<file path="src/sv/clsg_pkg.sv">
`timescale 1ns / 1ps
`default_nettype none

package clsg_pkg;

  // Coordinate width of the endpoint fields
  localparam int COORD_BITS = 12;

  // Walk state widths: one extra bit for the major position running one past the end
  localparam int MAJ_W  = COORD_BITS + 1;
  localparam int ERR_W  = COORD_BITS + 2;
  localparam int LEN_W  = COORD_BITS + 1;
  // Clip arithmetic: start + length and right/bottom edge must fit, signed
  localparam int CLIP_W = ((COORD_BITS + 2 > 14) ? COORD_BITS + 2 : 14) + 1;

  // Fixed field widths
  localparam int POS_W      = 11;
  localparam int LENGTH_W   = 12;
  localparam int COLOUR_W   = 24;
  localparam int CFG_IDX_W  = 2;
  localparam int CFG_DATA_W = 12;

  // Clip register reset values
  localparam logic [POS_W-1:0]      CLIP_LEFT_RST   = '0;
  localparam logic [POS_W-1:0]      CLIP_TOP_RST    = '0;
  localparam logic [CFG_DATA_W-1:0] CLIP_WIDTH_RST  = CFG_DATA_W'(319);
  localparam logic [CFG_DATA_W-1:0] CLIP_HEIGHT_RST = CFG_DATA_W'(479);

  typedef enum logic {
    OP_START_LINE = 1'b0,
    OP_NEXT_SPAN  = 1'b1
  } op_t;

  typedef enum logic [CFG_IDX_W-1:0] {
    CFG_CLIP_LEFT   = 2'd0,
    CFG_CLIP_TOP    = 2'd1,
    CFG_CLIP_WIDTH  = 2'd2,
    CFG_CLIP_HEIGHT = 2'd3
  } cfg_idx_t;

  typedef logic signed [COORD_BITS-1:0] coord_t;
  typedef logic signed [MAJ_W-1:0]      major_t;
  typedef logic        [MAJ_W-1:0]      delta_t;
  typedef logic signed [ERR_W-1:0]      err_t;
  typedef logic signed [CLIP_W-1:0]     clip_t;

  // Controller to datapath
  typedef struct packed {
    logic capture;      // latch endpoints and colour of a start_line
    logic setup_a;      // absolute deltas and steep decision
    logic setup_b;      // orient endpoints, load walk state
    logic span_begin;   // open a run at the current position
    logic walk_step;    // one Bresenham step
    logic result_load;  // clip the run and load the output register
  } dp_cmd_t;

  // Datapath to controller
  typedef struct packed {
    logic line_active;
    logic step_done;    // current walk step closes the run
  } dp_stat_t;

endpackage

`default_nettype wire

</file>
<file path="src/sv/clsg_line_if.sv">
`timescale 1ns / 1ps
`default_nettype none

interface clsg_line_if import clsg_pkg::*; ();
  logic                  valid;
  logic                  ready;
  logic                  operation;
  coord_t                x_start;
  coord_t                y_start;
  coord_t                x_end;
  coord_t                y_end;
  logic [COLOUR_W-1:0]   colour;

  modport source (output valid, operation, x_start, y_start, x_end, y_end, colour,
                  input ready);
  modport sink   (input valid, operation, x_start, y_start, x_end, y_end, colour,
                  output ready);
endinterface

`default_nettype wire

</file>
<file path="src/sv/clsg_span_if.sv">
`timescale 1ns / 1ps
`default_nettype none

interface clsg_span_if import clsg_pkg::*; ();
  logic                  valid;
  logic                  ready;
  logic [POS_W-1:0]      span_x;
  logic [POS_W-1:0]      span_y;
  logic [LENGTH_W-1:0]   span_length;
  logic                  vertical;
  logic                  visible;
  logic [COLOUR_W-1:0]   span_colour;
  logic                  last;

  modport source (output valid, span_x, span_y, span_length, vertical, visible,
                  span_colour, last, input ready);
  modport sink   (input valid, span_x, span_y, span_length, vertical, visible,
                  span_colour, last, output ready);
endinterface

`default_nettype wire

</file>
<file path="src/sv/clsg_ctrl.sv">
`timescale 1ns / 1ps
`default_nettype none

module clsg_ctrl import clsg_pkg::*; (
  input  wire logic     clk,
  input  wire logic     rst_n,
  input  wire logic     in_valid,
  input  wire logic     in_operation,
  output logic          in_ready,
  output logic          out_valid,
  input  wire logic     out_ready,
  output dp_cmd_t       cmd,
  input  wire dp_stat_t stat
);

  typedef enum logic [2:0] {
    ST_IDLE,
    ST_SETUP_A,
    ST_SETUP_B,
    ST_WALK,
    ST_CLIP
  } state_t;

  state_t state_r, state_nxt;
  logic   out_valid_r, out_valid_nxt;
  logic   in_xact;
  logic   slot_free;

  assign in_ready  = (state_r == ST_IDLE);
  assign in_xact   = in_valid && in_ready;
  assign slot_free = !out_valid_r || out_ready;
  assign out_valid = out_valid_r;

  // Next state and datapath commands
  always_comb begin
    state_nxt     = state_r;
    out_valid_nxt = out_valid_r && !out_ready;
    cmd           = '0;
    case (state_r)
      ST_IDLE: begin
        if (in_xact) begin
          if (in_operation == OP_START_LINE) begin
            cmd.capture = 1'b1;
            state_nxt   = ST_SETUP_A;
          end else if (stat.line_active) begin
            cmd.span_begin = 1'b1;
            state_nxt      = ST_WALK;
          end
        end
      end
      ST_SETUP_A: begin
        cmd.setup_a = 1'b1;
        state_nxt   = ST_SETUP_B;
      end
      ST_SETUP_B: begin
        cmd.setup_b = 1'b1;
        state_nxt   = ST_IDLE;
      end
      ST_WALK: begin
        cmd.walk_step = 1'b1;
        if (stat.step_done) state_nxt = ST_CLIP;
      end
      ST_CLIP: begin
        // hold the finished run until the output register frees up
        if (slot_free) begin
          cmd.result_load = 1'b1;
          out_valid_nxt   = 1'b1;
          state_nxt       = ST_IDLE;
        end
      end
      default: state_nxt = ST_IDLE;
    endcase
  end

  // State and output valid
  always_ff @(posedge clk) begin
    if (!rst_n) begin
      state_r     <= ST_IDLE;
      out_valid_r <= 1'b0;
    end else begin
      state_r     <= state_nxt;
      out_valid_r <= out_valid_nxt;
    end
  end

  // Output register is never overwritten while a transaction is pending
  a_load_free: assert property (@(posedge clk) disable iff (!rst_n)
    cmd.result_load |-> (!out_valid_r || out_ready))
    else $error("result loaded over a pending transaction");

  // Setup A is always followed by setup B
  a_setup_seq: assert property (@(posedge clk) disable iff (!rst_n)
    cmd.setup_a |=> cmd.setup_b)
    else $error("setup sequence broken");

  // A run only starts on an active line
  a_span_active: assert property (@(posedge clk) disable iff (!rst_n)
    cmd.span_begin |-> stat.line_active)
    else $error("run started without an active line");

  // A new result always comes from a clip-and-load cycle
  a_valid_src: assert property (@(posedge clk) disable iff (!rst_n)
    $rose(out_valid_r) |-> $past(cmd.result_load))
    else $error("output valid raised without a load");

endmodule

`default_nettype wire

</file>
<file path="src/sv/clsg_datapath.sv">
`timescale 1ns / 1ps
`default_nettype none

module clsg_datapath import clsg_pkg::*; (
  input  wire logic                  clk,
  input  wire logic                  rst_n,
  // configuration writes
  input  wire logic                  cfg_wr_en,
  input  wire logic [CFG_IDX_W-1:0]  cfg_index,
  input  wire logic [CFG_DATA_W-1:0] cfg_data,
  // input payload
  input  wire coord_t                in_x_start,
  input  wire coord_t                in_y_start,
  input  wire coord_t                in_x_end,
  input  wire coord_t                in_y_end,
  input  wire logic [COLOUR_W-1:0]   in_colour,
  // result payload
  output logic [POS_W-1:0]           out_span_x,
  output logic [POS_W-1:0]           out_span_y,
  output logic [LENGTH_W-1:0]        out_span_length,
  output logic                       out_vertical,
  output logic                       out_visible,
  output logic [COLOUR_W-1:0]        out_span_colour,
  output logic                       out_last,
  // control
  input  wire dp_cmd_t               cmd,
  output dp_stat_t                   stat
);

  // Clip rectangle
  logic [POS_W-1:0]      clip_left_r, clip_top_r;
  logic [CFG_DATA_W-1:0] clip_width_r, clip_height_r;

  // Captured endpoints and line attributes
  coord_t                ax_r, ay_r, bx_r, by_r;
  logic [COLOUR_W-1:0]   line_colour_r;
  delta_t                adx_r, ady_r;
  logic                  steep_r;

  // Walk state
  logic                  line_active_r;
  major_t                major_pos_r, major_end_r, minor_pos_r;
  logic                  step_down_r;
  err_t                  err_r;
  delta_t                major_delta_r, minor_delta_r;

  // Current run
  major_t                span_start_r, span_minor_r;
  logic [LEN_W-1:0]      len_r;
  logic                  last_r;

  // Result register
  logic [POS_W-1:0]      res_x_r, res_y_r;
  logic [LENGTH_W-1:0]   res_len_r;
  logic                  res_vert_r, res_vis_r, res_last_r;
  logic [COLOUR_W-1:0]   res_colour_r;

  // ---- setup A: absolute deltas ----
  major_t dx, dy;
  delta_t adx, ady;

  assign dx  = {bx_r[COORD_BITS-1], bx_r} - {ax_r[COORD_BITS-1], ax_r};
  assign dy  = {by_r[COORD_BITS-1], by_r} - {ay_r[COORD_BITS-1], ay_r};
  assign adx = dx[MAJ_W-1] ? delta_t'(-dx) : delta_t'(dx);
  assign ady = dy[MAJ_W-1] ? delta_t'(-dy) : delta_t'(dy);

  // ---- setup B: swap axes for steep lines, order along the major axis ----
  coord_t sax, say, sbx, sby;
  logic   swap;
  coord_t o_maj0, o_maj1, o_min0, o_min1;
  delta_t maj_d, min_d;

  assign sax    = steep_r ? ay_r : ax_r;
  assign say    = steep_r ? ax_r : ay_r;
  assign sbx    = steep_r ? by_r : bx_r;
  assign sby    = steep_r ? bx_r : by_r;
  assign swap   = sax > sbx;
  assign o_maj0 = swap ? sbx : sax;
  assign o_maj1 = swap ? sax : sbx;
  assign o_min0 = swap ? sby : say;
  assign o_min1 = swap ? say : sby;
  assign maj_d  = steep_r ? ady_r : adx_r;
  assign min_d  = steep_r ? adx_r : ady_r;

  // ---- one Bresenham step ----
  err_t err_sub;
  logic minor_move, at_end;

  assign err_sub    = err_r - $signed({1'b0, minor_delta_r});
  assign minor_move = err_sub[ERR_W-1];
  assign at_end     = (major_pos_r == major_end_r);

  assign stat.line_active = line_active_r;
  assign stat.step_done   = minor_move || at_end;

  // ---- clip the finished run ----
  clip_t along, across, run_end, c_left, c_top, c_right, c_bottom;
  clip_t lo_a, hi_a, lo_c, hi_c, a_clip, e_clip, c_len;
  logic  vis_pre, vis;

  assign along    = clip_t'(span_start_r);
  assign across   = clip_t'(span_minor_r);
  assign run_end  = along + clip_t'({1'b0, len_r});
  assign c_left   = clip_t'({1'b0, clip_left_r});
  assign c_top    = clip_t'({1'b0, clip_top_r});
  assign c_right  = c_left + clip_t'({1'b0, clip_width_r});
  assign c_bottom = c_top + clip_t'({1'b0, clip_height_r});
  assign lo_a     = steep_r ? c_top : c_left;
  assign hi_a     = steep_r ? c_bottom : c_right;
  assign lo_c     = steep_r ? c_left : c_top;
  assign hi_c     = steep_r ? c_right : c_bottom;
  assign vis_pre  = !(across < lo_c || across >= hi_c || along >= hi_a);
  assign a_clip   = (along < lo_a) ? lo_a : along;
  assign e_clip   = (run_end > hi_a) ? hi_a : run_end;
  assign c_len    = e_clip - a_clip;
  assign vis      = vis_pre && (c_len > clip_t'(0));

  // Configuration registers
  always_ff @(posedge clk) begin
    if (!rst_n) begin
      clip_left_r   <= CLIP_LEFT_RST;
      clip_top_r    <= CLIP_TOP_RST;
      clip_width_r  <= CLIP_WIDTH_RST;
      clip_height_r <= CLIP_HEIGHT_RST;
    end else if (cfg_wr_en) begin
      case (cfg_idx_t'(cfg_index))
        CFG_CLIP_LEFT:   clip_left_r   <= cfg_data[POS_W-1:0];
        CFG_CLIP_TOP:    clip_top_r    <= cfg_data[POS_W-1:0];
        CFG_CLIP_WIDTH:  clip_width_r  <= cfg_data;
        CFG_CLIP_HEIGHT: clip_height_r <= cfg_data;
        default: ;
      endcase
    end
  end

  // Line active flag
  always_ff @(posedge clk) begin
    if (!rst_n) begin
      line_active_r <= 1'b0;
    end else if (cmd.setup_b) begin
      line_active_r <= 1'b1;
    end else if (cmd.walk_step && stat.step_done && (at_end || !minor_move || at_end)) begin
      // run closes either on a minor move at the end point or at the end point itself
      if (at_end) line_active_r <= 1'b0;
    end
  end

  // Line setup and walk state
  always_ff @(posedge clk) begin
    if (cmd.capture) begin
      ax_r          <= in_x_start;
      ay_r          <= in_y_start;
      bx_r          <= in_x_end;
      by_r          <= in_y_end;
      line_colour_r <= in_colour;
    end
    if (cmd.setup_a) begin
      adx_r   <= adx;
      ady_r   <= ady;
      steep_r <= ady > adx;
    end
    if (cmd.setup_b) begin
      major_pos_r   <= major_t'(o_maj0);
      major_end_r   <= major_t'(o_maj1);
      minor_pos_r   <= major_t'(o_min0);
      step_down_r   <= o_min0 < o_min1;
      major_delta_r <= maj_d;
      minor_delta_r <= min_d;
      err_r         <= err_t'({1'b0, maj_d >> 1});
    end
    if (cmd.span_begin) begin
      span_start_r <= major_pos_r;
      span_minor_r <= minor_pos_r;
      len_r        <= '0;
    end
    if (cmd.walk_step) begin
      len_r <= len_r + LEN_W'(1);
      if (minor_move) begin
        minor_pos_r <= step_down_r ? minor_pos_r + major_t'(1) : minor_pos_r - major_t'(1);
        err_r       <= err_sub + $signed({1'b0, major_delta_r});
        major_pos_r <= major_pos_r + major_t'(1);
        last_r      <= at_end;
      end else if (at_end) begin
        err_r  <= err_sub;
        last_r <= 1'b1;
      end else begin
        err_r       <= err_sub;
        major_pos_r <= major_pos_r + major_t'(1);
      end
    end
  end

  // Result register
  always_ff @(posedge clk) begin
    if (cmd.result_load) begin
      res_vis_r    <= vis;
      res_x_r      <= vis ? (steep_r ? across[POS_W-1:0] : a_clip[POS_W-1:0]) : '0;
      res_y_r      <= vis ? (steep_r ? a_clip[POS_W-1:0] : across[POS_W-1:0]) : '0;
      res_len_r    <= vis ? c_len[LENGTH_W-1:0] : '0;
      res_vert_r   <= steep_r;
      res_colour_r <= line_colour_r;
      res_last_r   <= last_r;
    end
  end

  assign out_span_x      = res_x_r;
  assign out_span_y      = res_y_r;
  assign out_span_length = res_len_r;
  assign out_vertical    = res_vert_r;
  assign out_visible     = res_vis_r;
  assign out_span_colour = res_colour_r;
  assign out_last        = res_last_r;

endmodule

`default_nettype wire

</file>
<file path="src/sv/clipped_line_span_generator.sv">
`timescale 1ns / 1ps
`default_nettype none

// Channel   Dir  Transaction
// in_line   in   start_line (endpoints, colour) or next_span request
// out_span  out  one clipped run: position, length, direction, colour, marks
// cfg_*     in   clip rectangle register write, no read-back
//
// start_line: accepted, then setup states SETUP_A and SETUP_B; produces no result.
// next_span: accept, then a walk over the L pixels of the run, then clip/load; L = run length
//   in pixels (1 .. 2^COORD_BITS); the walk does one Bresenham step per cycle.
// A next_span with no active line is dropped in its accept cycle.
// Reset (rst_n low, synchronous): no line active, output empty, clip = 0,0,319,479.
// A result waits in the output register; the next request is taken meanwhile and
//   holds in its clip cycle until the register is free.
module clipped_line_span_generator import clsg_pkg::*; (
  input  wire logic                  clk,
  input  wire logic                  rst_n,
  input  wire logic                  cfg_wr_en,
  input  wire logic [CFG_IDX_W-1:0]  cfg_index,
  input  wire logic [CFG_DATA_W-1:0] cfg_data,
  clsg_line_if.sink                  in_line,
  clsg_span_if.source                out_span
);

  dp_cmd_t  cmd;
  dp_stat_t stat;

  // Sequencing
  clsg_ctrl u_ctrl (
    .clk          (clk),
    .rst_n        (rst_n),
    .in_valid     (in_line.valid),
    .in_operation (in_line.operation),
    .in_ready     (in_line.ready),
    .out_valid    (out_span.valid),
    .out_ready    (out_span.ready),
    .cmd          (cmd),
    .stat         (stat)
  );

  // Setup, walk, clip and result register
  clsg_datapath u_dp (
    .clk             (clk),
    .rst_n           (rst_n),
    .cfg_wr_en       (cfg_wr_en),
    .cfg_index       (cfg_index),
    .cfg_data        (cfg_data),
    .in_x_start      (in_line.x_start),
    .in_y_start      (in_line.y_start),
    .in_x_end        (in_line.x_end),
    .in_y_end        (in_line.y_end),
    .in_colour       (in_line.colour),
    .out_span_x      (out_span.span_x),
    .out_span_y      (out_span.span_y),
    .out_span_length (out_span.span_length),
    .out_vertical    (out_span.vertical),
    .out_visible     (out_span.visible),
    .out_span_colour (out_span.span_colour),
    .out_last        (out_span.last),
    .cmd             (cmd),
    .stat            (stat)
  );

endmodule

`default_nettype wire

</file>
<file path="src/flat_wrapper.sv">
// flat-port wrapper written by rule: the top's interface ports become plain ports
module clipped_line_span_generator_flat import clsg_pkg::*;
  (clk, rst_n, cfg_wr_en, cfg_index, cfg_data, in_line_valid, in_line_operation, in_line_x_start, in_line_y_start, in_line_x_end, in_line_y_end, in_line_colour, in_line_ready, out_span_valid, out_span_span_x, out_span_span_y, out_span_span_length, out_span_vertical, out_span_visible, out_span_span_colour, out_span_last, out_span_ready);
  clsg_line_if in_line_i ();
  clsg_span_if out_span_i ();
  input  wire logic clk;
  input  wire logic rst_n;
  input  wire logic cfg_wr_en;
  input  wire logic [CFG_IDX_W-1:0] cfg_index;
  input  wire logic [CFG_DATA_W-1:0] cfg_data;
  input wire logic [$bits(in_line_i.valid)-1:0] in_line_valid;
  input wire logic [$bits(in_line_i.operation)-1:0] in_line_operation;
  input wire logic [$bits(in_line_i.x_start)-1:0] in_line_x_start;
  input wire logic [$bits(in_line_i.y_start)-1:0] in_line_y_start;
  input wire logic [$bits(in_line_i.x_end)-1:0] in_line_x_end;
  input wire logic [$bits(in_line_i.y_end)-1:0] in_line_y_end;
  input wire logic [$bits(in_line_i.colour)-1:0] in_line_colour;
  output wire logic [$bits(in_line_i.ready)-1:0] in_line_ready;
  output wire logic [$bits(out_span_i.valid)-1:0] out_span_valid;
  output wire logic [$bits(out_span_i.span_x)-1:0] out_span_span_x;
  output wire logic [$bits(out_span_i.span_y)-1:0] out_span_span_y;
  output wire logic [$bits(out_span_i.span_length)-1:0] out_span_span_length;
  output wire logic [$bits(out_span_i.vertical)-1:0] out_span_vertical;
  output wire logic [$bits(out_span_i.visible)-1:0] out_span_visible;
  output wire logic [$bits(out_span_i.span_colour)-1:0] out_span_span_colour;
  output wire logic [$bits(out_span_i.last)-1:0] out_span_last;
  input wire logic [$bits(out_span_i.ready)-1:0] out_span_ready;
  assign in_line_i.valid = in_line_valid;
  assign in_line_i.operation = in_line_operation;
  assign in_line_i.x_start = in_line_x_start;
  assign in_line_i.y_start = in_line_y_start;
  assign in_line_i.x_end = in_line_x_end;
  assign in_line_i.y_end = in_line_y_end;
  assign in_line_i.colour = in_line_colour;
  assign in_line_ready = in_line_i.ready;
  assign out_span_valid = out_span_i.valid;
  assign out_span_span_x = out_span_i.span_x;
  assign out_span_span_y = out_span_i.span_y;
  assign out_span_span_length = out_span_i.span_length;
  assign out_span_vertical = out_span_i.vertical;
  assign out_span_visible = out_span_i.visible;
  assign out_span_span_colour = out_span_i.span_colour;
  assign out_span_last = out_span_i.last;
  assign out_span_i.ready = out_span_ready;
  clipped_line_span_generator u_core (.clk(clk), .rst_n(rst_n), .cfg_wr_en(cfg_wr_en), .cfg_index(cfg_index), .cfg_data(cfg_data), .in_line(in_line_i), .out_span(out_span_i));
endmodule
</file>
<file path="config.mk">
export PLATFORM = sky130hd
export DESIGN_NAME = clipped_line_span_generator_flat
export DESIGN_NICKNAME = d
export VERILOG_FILES = /design/src/sv/clsg_pkg.sv /design/src/sv/clsg_line_if.sv /design/src/sv/clsg_span_if.sv /design/src/sv/clsg_ctrl.sv /design/src/sv/clsg_datapath.sv /design/src/sv/clipped_line_span_generator.sv /design/src/flat_wrapper.sv
export SDC_FILE = /design/constraint.sdc
export NUM_CORES = 1
export LEC_CHECK = 0
export BUFFER_PORTS_ARGS = -buffer_cell sky130_fd_sc_hd__buf_4
export CAP_MARGIN = 5
export CORE_UTILIZATION = 62
export CTS_BUF_LIST = sky130_fd_sc_hd__clkbuf_4
export DETAILED_ROUTE_END_ITERATION = 8
export PLACE_DENSITY_LB_ADDON = 0.05
export SKIP_LAST_GASP = 1
export SLEW_MARGIN = 10
export SYNTH_ARGS = -nofsm -noshare
export SYNTH_HDL_FRONTEND = slang
export SYNTH_HIERARCHICAL = 1
export SYNTH_SLANG_ARGS = --single-unit
</file>
<file path="constraint.sdc">
create_clock -name clk -period 8.3 [get_ports clk]
set_clock_uncertainty 0.1 [all_clocks]
set_input_delay 0.415 -clock clk [delete_from_list [all_inputs] [get_ports clk]]
set_output_delay 0.415 -clock clk [all_outputs]
set_load 0.005 [all_outputs]
</file>
# Word-level counts from Yosys, hierarchy flattened
# Index checks and enable logic that the tools add are counted.
# W data, S select, Z words.
[totals]
ff_bits = 330
latchBits = 0
mem_bits_rw = 0
rom_bits = 0
in_bits = 92
output_inout_bits = 63
word_cells = 155
n_memories = 0
[op_classes]
addsub = 14
n_mul = 0
n_div = 0
magnitude_cmp = 9
n_eq_ne = 12
shift = 0
muxes = 58
n_bitwise = 0
n_reduce_logical = 29
[op_table]
columns = ["operator", "count"]
rows = [
  ["$mux W13", 16],
  ["$mux W12", 8],
  ["$mux W11", 4],
  ["$mux W14", 3],
  ["$mux W15", 2],
  ["$ge A13 B14 Y1", 2],
  ["$add A11 B12 Y13", 2],
  ["$add A13 B2 Y13 const B", 2],
  ["$lt A13 B12 Y1", 2],
  ["$neg A13 Y13", 2],
  ["$sub A12 B12 Y13", 2],
  ["$mux W1", 19],
  ["$add A13 B14 Y15", 1],
  ["$gt A15 B1 Y1 const B", 1],
  ["$gt A15 B14 Y1", 1],
  ["$mux W3", 5],
  ["$sub A15 B15 Y15", 1],
  ["$add A14 B14 Y14", 1],
  ["$sub A14 B14 Y14", 1],
  ["$add A13 B1 Y13 const B", 1],
  ["$eq A13 B12 Y1", 1],
  ["$gt A13 B13 Y1", 1],
  ["$sub A13 B2 Y13 const B", 1],
  ["$gt A12 B12 Y1", 1],
  ["18 further kinds", 42],
]

# Longest topological paths before layout
[logic_depth]
word_depth = 7
mapped_depth = 33
depth_no_buf = 31

# By module
# Netlist, hierarchy kept.
[by_module_without_submodules]
columns = ["module", "instances", "cells_per_inst", "area_per_inst_um2"]
rows = [
  ["clsg_datapath", 1, 2080, 21516.9],
  ["clsg_ctrl", 1, 30, 250.2],
]

# Worst setup path after synthesis
# No wires, ideal clock.
[synth_timing]
path_kind = "register to register"
startpoint = "register u_core.u_dp.steep_r"
endpoint = "register u_core.u_dp.res_y_r[3] (netlist: u_core/u_dp/out_span_y[3]), data pin"
setup_time_ps = 138
arrival_time_ps = 6596
t_required_ps = 8062
path_slack_ps = 1466
stages_incl_launch_ff = 33
n_path_buf = 6
synth_period_minus_slack_ps = 6834
path_cell_list = "edfxtp_1 -> buf_2 -> buf_1 -> buf_2 -> buf_1 -> mux2i_1 -> ha_1 -> o21a_1 -> o21a_1 -> o21a_1 -> o21a_1 -> o21ai_0 -> nand2b_1 -> a211oi_1 -> o21ai_0 -> nor4_1 -> ha_1 -> clkbuf_1 -> nor2_1 -> a21oi_1 -> ha_1 -> fa_1 -> nor2b_1 -> o21ai_0 -> a21boi_0 -> o31ai_1 -> a2111o_1 -> o31a_1 -> xnor3_1 -> a211oi_4 -> nand2_4 -> buf_6 -> nor2_1"
[synth_between]
elab_chain_len = 6
[synth_rtl]
columns = ["item", "line", "source"]
rows = [
  ["start, declared", "clsg_datapath.sv:38", "logic steep_r;"],
  ["start signal, assigned", "clsg_datapath.sv:160", "steep_r <= ady > adx;"],
  ["$mux W13, or another cell as far along", "clsg_datapath.sv:109", "assign hi_a = steep_r ? c_bottom : c_right;"],
  ["$gt A15 B14 Y1, or another cell as far along", "clsg_datapath.sv:114", "assign e_clip = (run_end > hi_a) ? hi_a : run_end;"],
  ["$mux W15, or another cell as far along", "clsg_datapath.sv:114", ""],
  ["$sub A15 B15 Y15 / $logic_or A1 B1 Y1 (equally long branches)", "clsg_datapath.sv:115, clsg_datapath.sv:112", ""],
  ["$gt A15 B1 Y1 / $logic_not A1 Y1 (equally long branches)", "clsg_datapath.sv:116, clsg_datapath.sv:112", ""],
  ["$logic_and A1 B1 Y1", "clsg_datapath.sv:116", "assign vis = vis_pre && (c_len > clip_t'(0));"],
  ["end signal, assigned", "clsg_datapath.sv:198", "res_y_r <= vis ? (steep_r ? a_clip[POS_W-1:0] : across[POS_W-1:0]) : '0;"],
  ["end, declared", "clsg_datapath.sv:53", "logic [POS_W-1:0] res_x_r, res_y_r;"],
]
# Parallel ways exist; a longest one is shown, timed or not.
# A chain may end at the register's enable or synchronous reset.

# Worst setup path after layout
[layout_timing]
startpoint = "register u_core.u_dp.clip_left_r[0]"
endpoint = "register u_core.u_dp.res_x_r[1] (netlist: u_core/u_dp/out_span_x[1]), data pin"
[layout_between]
elab_chain_len = 7
[layout_rtl]
columns = ["item", "line", "source"]
rows = [
  ["start, declared", "clsg_datapath.sv:31", "logic [POS_W-1:0] clip_left_r, clip_top_r;"],
  ["start signal, assigned", "clsg_datapath.sv:127", "CFG_CLIP_LEFT: clip_left_r <= cfg_data[POS_W-1:0];"],
  ["$add A11 B12 Y13", "clsg_datapath.sv:106", "assign c_right = c_left + clip_t'({1'b0, clip_width_r});"],
  ["$mux W13 (on tied branches)", "clsg_datapath.sv:109, clsg_datapath.sv:111", ""],
  ["$gt A15 B14 Y1 / $ge A13 B14 Y1 (equally long branches)", "clsg_datapath.sv:114, clsg_datapath.sv:112", ""],
  ["$mux W15 / $logic_or A1 B1 Y1 (equally long branches)", "clsg_datapath.sv:114, clsg_datapath.sv:112", ""],
  ["$sub A15 B15 Y15 / $logic_or A1 B1 Y1 (equally long branches)", "clsg_datapath.sv:115, clsg_datapath.sv:112", ""],
  ["$gt A15 B1 Y1 / $logic_not A1 Y1 (equally long branches)", "clsg_datapath.sv:116, clsg_datapath.sv:112", ""],
  ["$logic_and A1 B1 Y1", "clsg_datapath.sv:116", ""],
  ["end signal, assigned", "clsg_datapath.sv:197", "res_x_r <= vis ? (steep_r ? across[POS_W-1:0] : a_clip[POS_W-1:0]) : '0;"],
  ["end, declared", "clsg_datapath.sv:53", ""],
]
# Parallel ways exist; a longest one is shown, timed or not.

==> impl_metrics.ini <==
[outcome]
status = completed

[floorplanning]
die-area_sq_um = 35900
die_x_um = 189
die_h_um = 189
io_pins = 155
num_rows = 68
start_util_pct = 63.0
core_sq_um = 34500

[timing]
slew_viol_final = 0
fin_setup_tns_ps = 0
period_minus_slack_ps = 7690
rsz0062_at_grt = no
final-hold-violation-count = 0
slew_headroom_pct = 24.3
max_freq_ghz = 0.130
worstMarginPinSlew_ps = 1130
setup_viol = 0
fin_crit_sh_pct = 92.6

[logic_synthesis]
netlist.area_leader.share_pct = 34.9
ys_seq_elements = 330
syn_nets = 2415
synth_top_area_cell = edfxtp_1
syn_area_sq_um = 21800
synthTopCellsByArea = edfxtp_1, ha_1, dfxtp_1
synth.distinct_cells = 88
syn-instance-count = 2110
synth_edf_count = 253
postSynthAreaPerCell_sq_um = 10.3
async_flop_share_pct = 0
yosys_warnings = 6
seq_area_frac_synth_pct = 42.0
ys.flop_type = edfxtp_1

[clock_network]
post-cts-setup-buffers = 0
cts_sinks = 330
clockBufferDepth = 3
cts-root-buf = clkbuf_4
cts_buffers = 86
tritoncts = built
clk_pin_slew_ps = 60
htreeDepth = 3
clk_latency_ps = 790

[place]
io_buffers = 154
place.gp.congestion = 0.931
placed_area_sq_um = 23400
dpl.hpwl_um = 41200
placed_cells = 2666

[hold_path]
hp-start = cfg_index[1]
min_path_type = primary input to register
min_to = u_core/u_dp/clip_top_r[0]
hold_depth = 4

[cells_and_area]
multi_input_area_sq_um = 12000
fin_cells = 2910
final_cell_mix = edfxtp_1, ha_1, nor2_1
drive_gt1_share_pct = 17.0
layout_commonest_cell = edfxtp_1
design_area_sq_um = 25400
nets = 2696
fillers = 2476
regArea_sq_um = 9140
area_growth_pct = 16.6

[detailed_routing]
routed_wl_um = 56900
drc = 0
ant_nets = 0
vias_per_cell = 5.99
via_count = 17400
wl_per_cell_um = 19.5
drtIter0Drc = 1377
firstDrtPassIters = 7

[critical_path]
critical_path.max_fanout = 23
rrSetupSlack_ps = 610
cp.required_ps = 8800
end_kind = register
crit_slowest_cell = a21boi_1
r2r-start = u_core/u_dp/clip_left_r[0]
crit_path_start_kind = register
path_common_cell = ha_1
cp_slowest_stage_delay_ps = 470
worstPathArrival_ps = 8180
criticalPathCategory = register to register
ff2ff_path_depth = 29
r2r-end = u_core/u_dp/out_span_x[1]

[grt]
grt_use_total_pct = 31.6
antenna_found_initial = 1
grt_pass1_wl_um = 88000
grt_overflow_total = 0
grt_pass1_vias = 16700
grt_max_degree = 73

[power_and_ir_drop]
vdd_ir_drop_max_mv = 0.367
power.density_nw_per_um2 = 340
p_total_mw = 8.64
leakage_nw = 10.5

[run]
maxCapViolations = 0
==> cell usage after synthesis, types with 10 or more instances <==
library cell	instances
nor2b_1	47
mux4_2	22
buf_1	11
nand2_1	162
mux2_2	37
a211oi_1	14
o21a_1	30
a21boi_0	27
and3_1	17
inv_1	112
or3_1	10
a21o_1	32
xnor2_1	84
o21ai_0	93
clkbuf_1	45
a21oi_1	157
and2_1	17
nand3_1	39
or2_2	13
dfxtp_1	77
edfxtp_1	253
ha_1	204
nor3_1	38
a31oi_1	17
xor2_1	53
mux2i_1	101
nand2b_1	28
nor2_1	185
o211ai_1	11
o21bai_1	10
nand4_1	12
==> routing by layer <==
metal  vias up  part of all wire [%]  track usage, %
met2       655                    46            49.0
met1      8299                    45            44.9
met4         0                   2.5            11.4
li1       8356                     -               -
met5         -                     0               0
met3       110                   6.6            4.71
==> where the power goes <==
group,total (mW),internal [mW],switching [mW]
registers,2.46,2.22,0.240
clock network,1.44,0.755,0.687
logic,4.74,2.01,2.72
==> registers in the layout, summed over array words and instances, names as in the netlist, 12 cells and up <==
register / count
u_core/u_dp/line_colour_r: 24
u_core/u_dp/out_span_colour: 24
u_core/u_dp/err_r: 14
u_core/u_dp/adx_r: 13
u_core/u_dp/ady_r: 13
u_core/u_dp/len_r: 13
u_core/u_dp/major_delta_r: 13
u_core/u_dp/major_pos_r: 13
u_core/u_dp/minor_delta_r: 13
u_core/u_dp/minor_pos_r: 13
u_core/u_dp/span_minor_r: 13
u_core/u_dp/span_start_r: 13
u_core/u_dp/ax_r: 12
u_core/u_dp/ay_r: 12
u_core/u_dp/bx_r: 12
u_core/u_dp/by_r: 12
u_core/u_dp/clip_height_r: 12
u_core/u_dp/clip_width_r: 12
u_core/u_dp/major_end_r: 12
u_core/u_dp/out_span_length: 12
==> timing repair <==
action | 4_1_cts | 5_1_grt
resized for setup | 0 | 0
hold buffers | 92 | 0
endpoints found under the hold margin | 122 | 0
==> critical path: cells and delay by family, from the launching register on <==
family | cells | cell delay, ps
AO/OA/AOI/OAI | 15 | 3600
adder cells (fa/ha/maj) | 5 | 1650
AND/OR/NAND/NOR | 5 | 860
multiplexers | 2 | 590
XOR/XNOR | 2 | 390
flip-flops | 1 | 340
==> metrics by stage <==
stage               setup WS [ps]  hold WS (ps)  utilization (%)
finish                        615           112             73.5
global route                  143           103             73.5
CTS                           698          32.3             73.5
detailed placement            733           305             67.6
global placement              937           300             67.6
floorplan                    1470           300                -
==> worst max-delay path by stage <==
stage,startpoint,end
floorplan,u_core/u_dp/steep_r,u_core/u_dp/out_span_y[3]
global placement,u_core/u_dp/clip_left_r[0],u_core/u_dp/out_span_y[0]
detailed placement,u_core/u_dp/clip_left_r[0],u_core/u_dp/out_span_x[3]
CTS,u_core/u_dp/clip_left_r[0],u_core/u_dp/out_span_x[1]
global route,u_core/u_dp/clip_left_r[0],u_core/u_dp/out_span_x[1]
finish,u_core/u_dp/clip_left_r[0],u_core/u_dp/out_span_x[1]
==> logic make-up after synthesis <==
family / Yosys count / share of synthesized area [%]
mux: 160 / 8.83
buf+inv: 179 / 3.24
fa+ha+maj: 213 / 12.6
compound gates: 475 / 14.0
flops: 330 / 42.0
xor+xnor: 138 / 5.62
simple gates: 615 / 13.7
==> final cells by class <==
cell class	count	share of cell area (%)
multi-input combinational	1601	47.2
tap	455	2.24
timing repair buffer	259	8.56
clock inverter	25	0.660
antenna	2	0.0197
inverter	113	1.67
clock buffer	125	3.70
sequential	330	36.0
(Power assumes the default switching activity.)
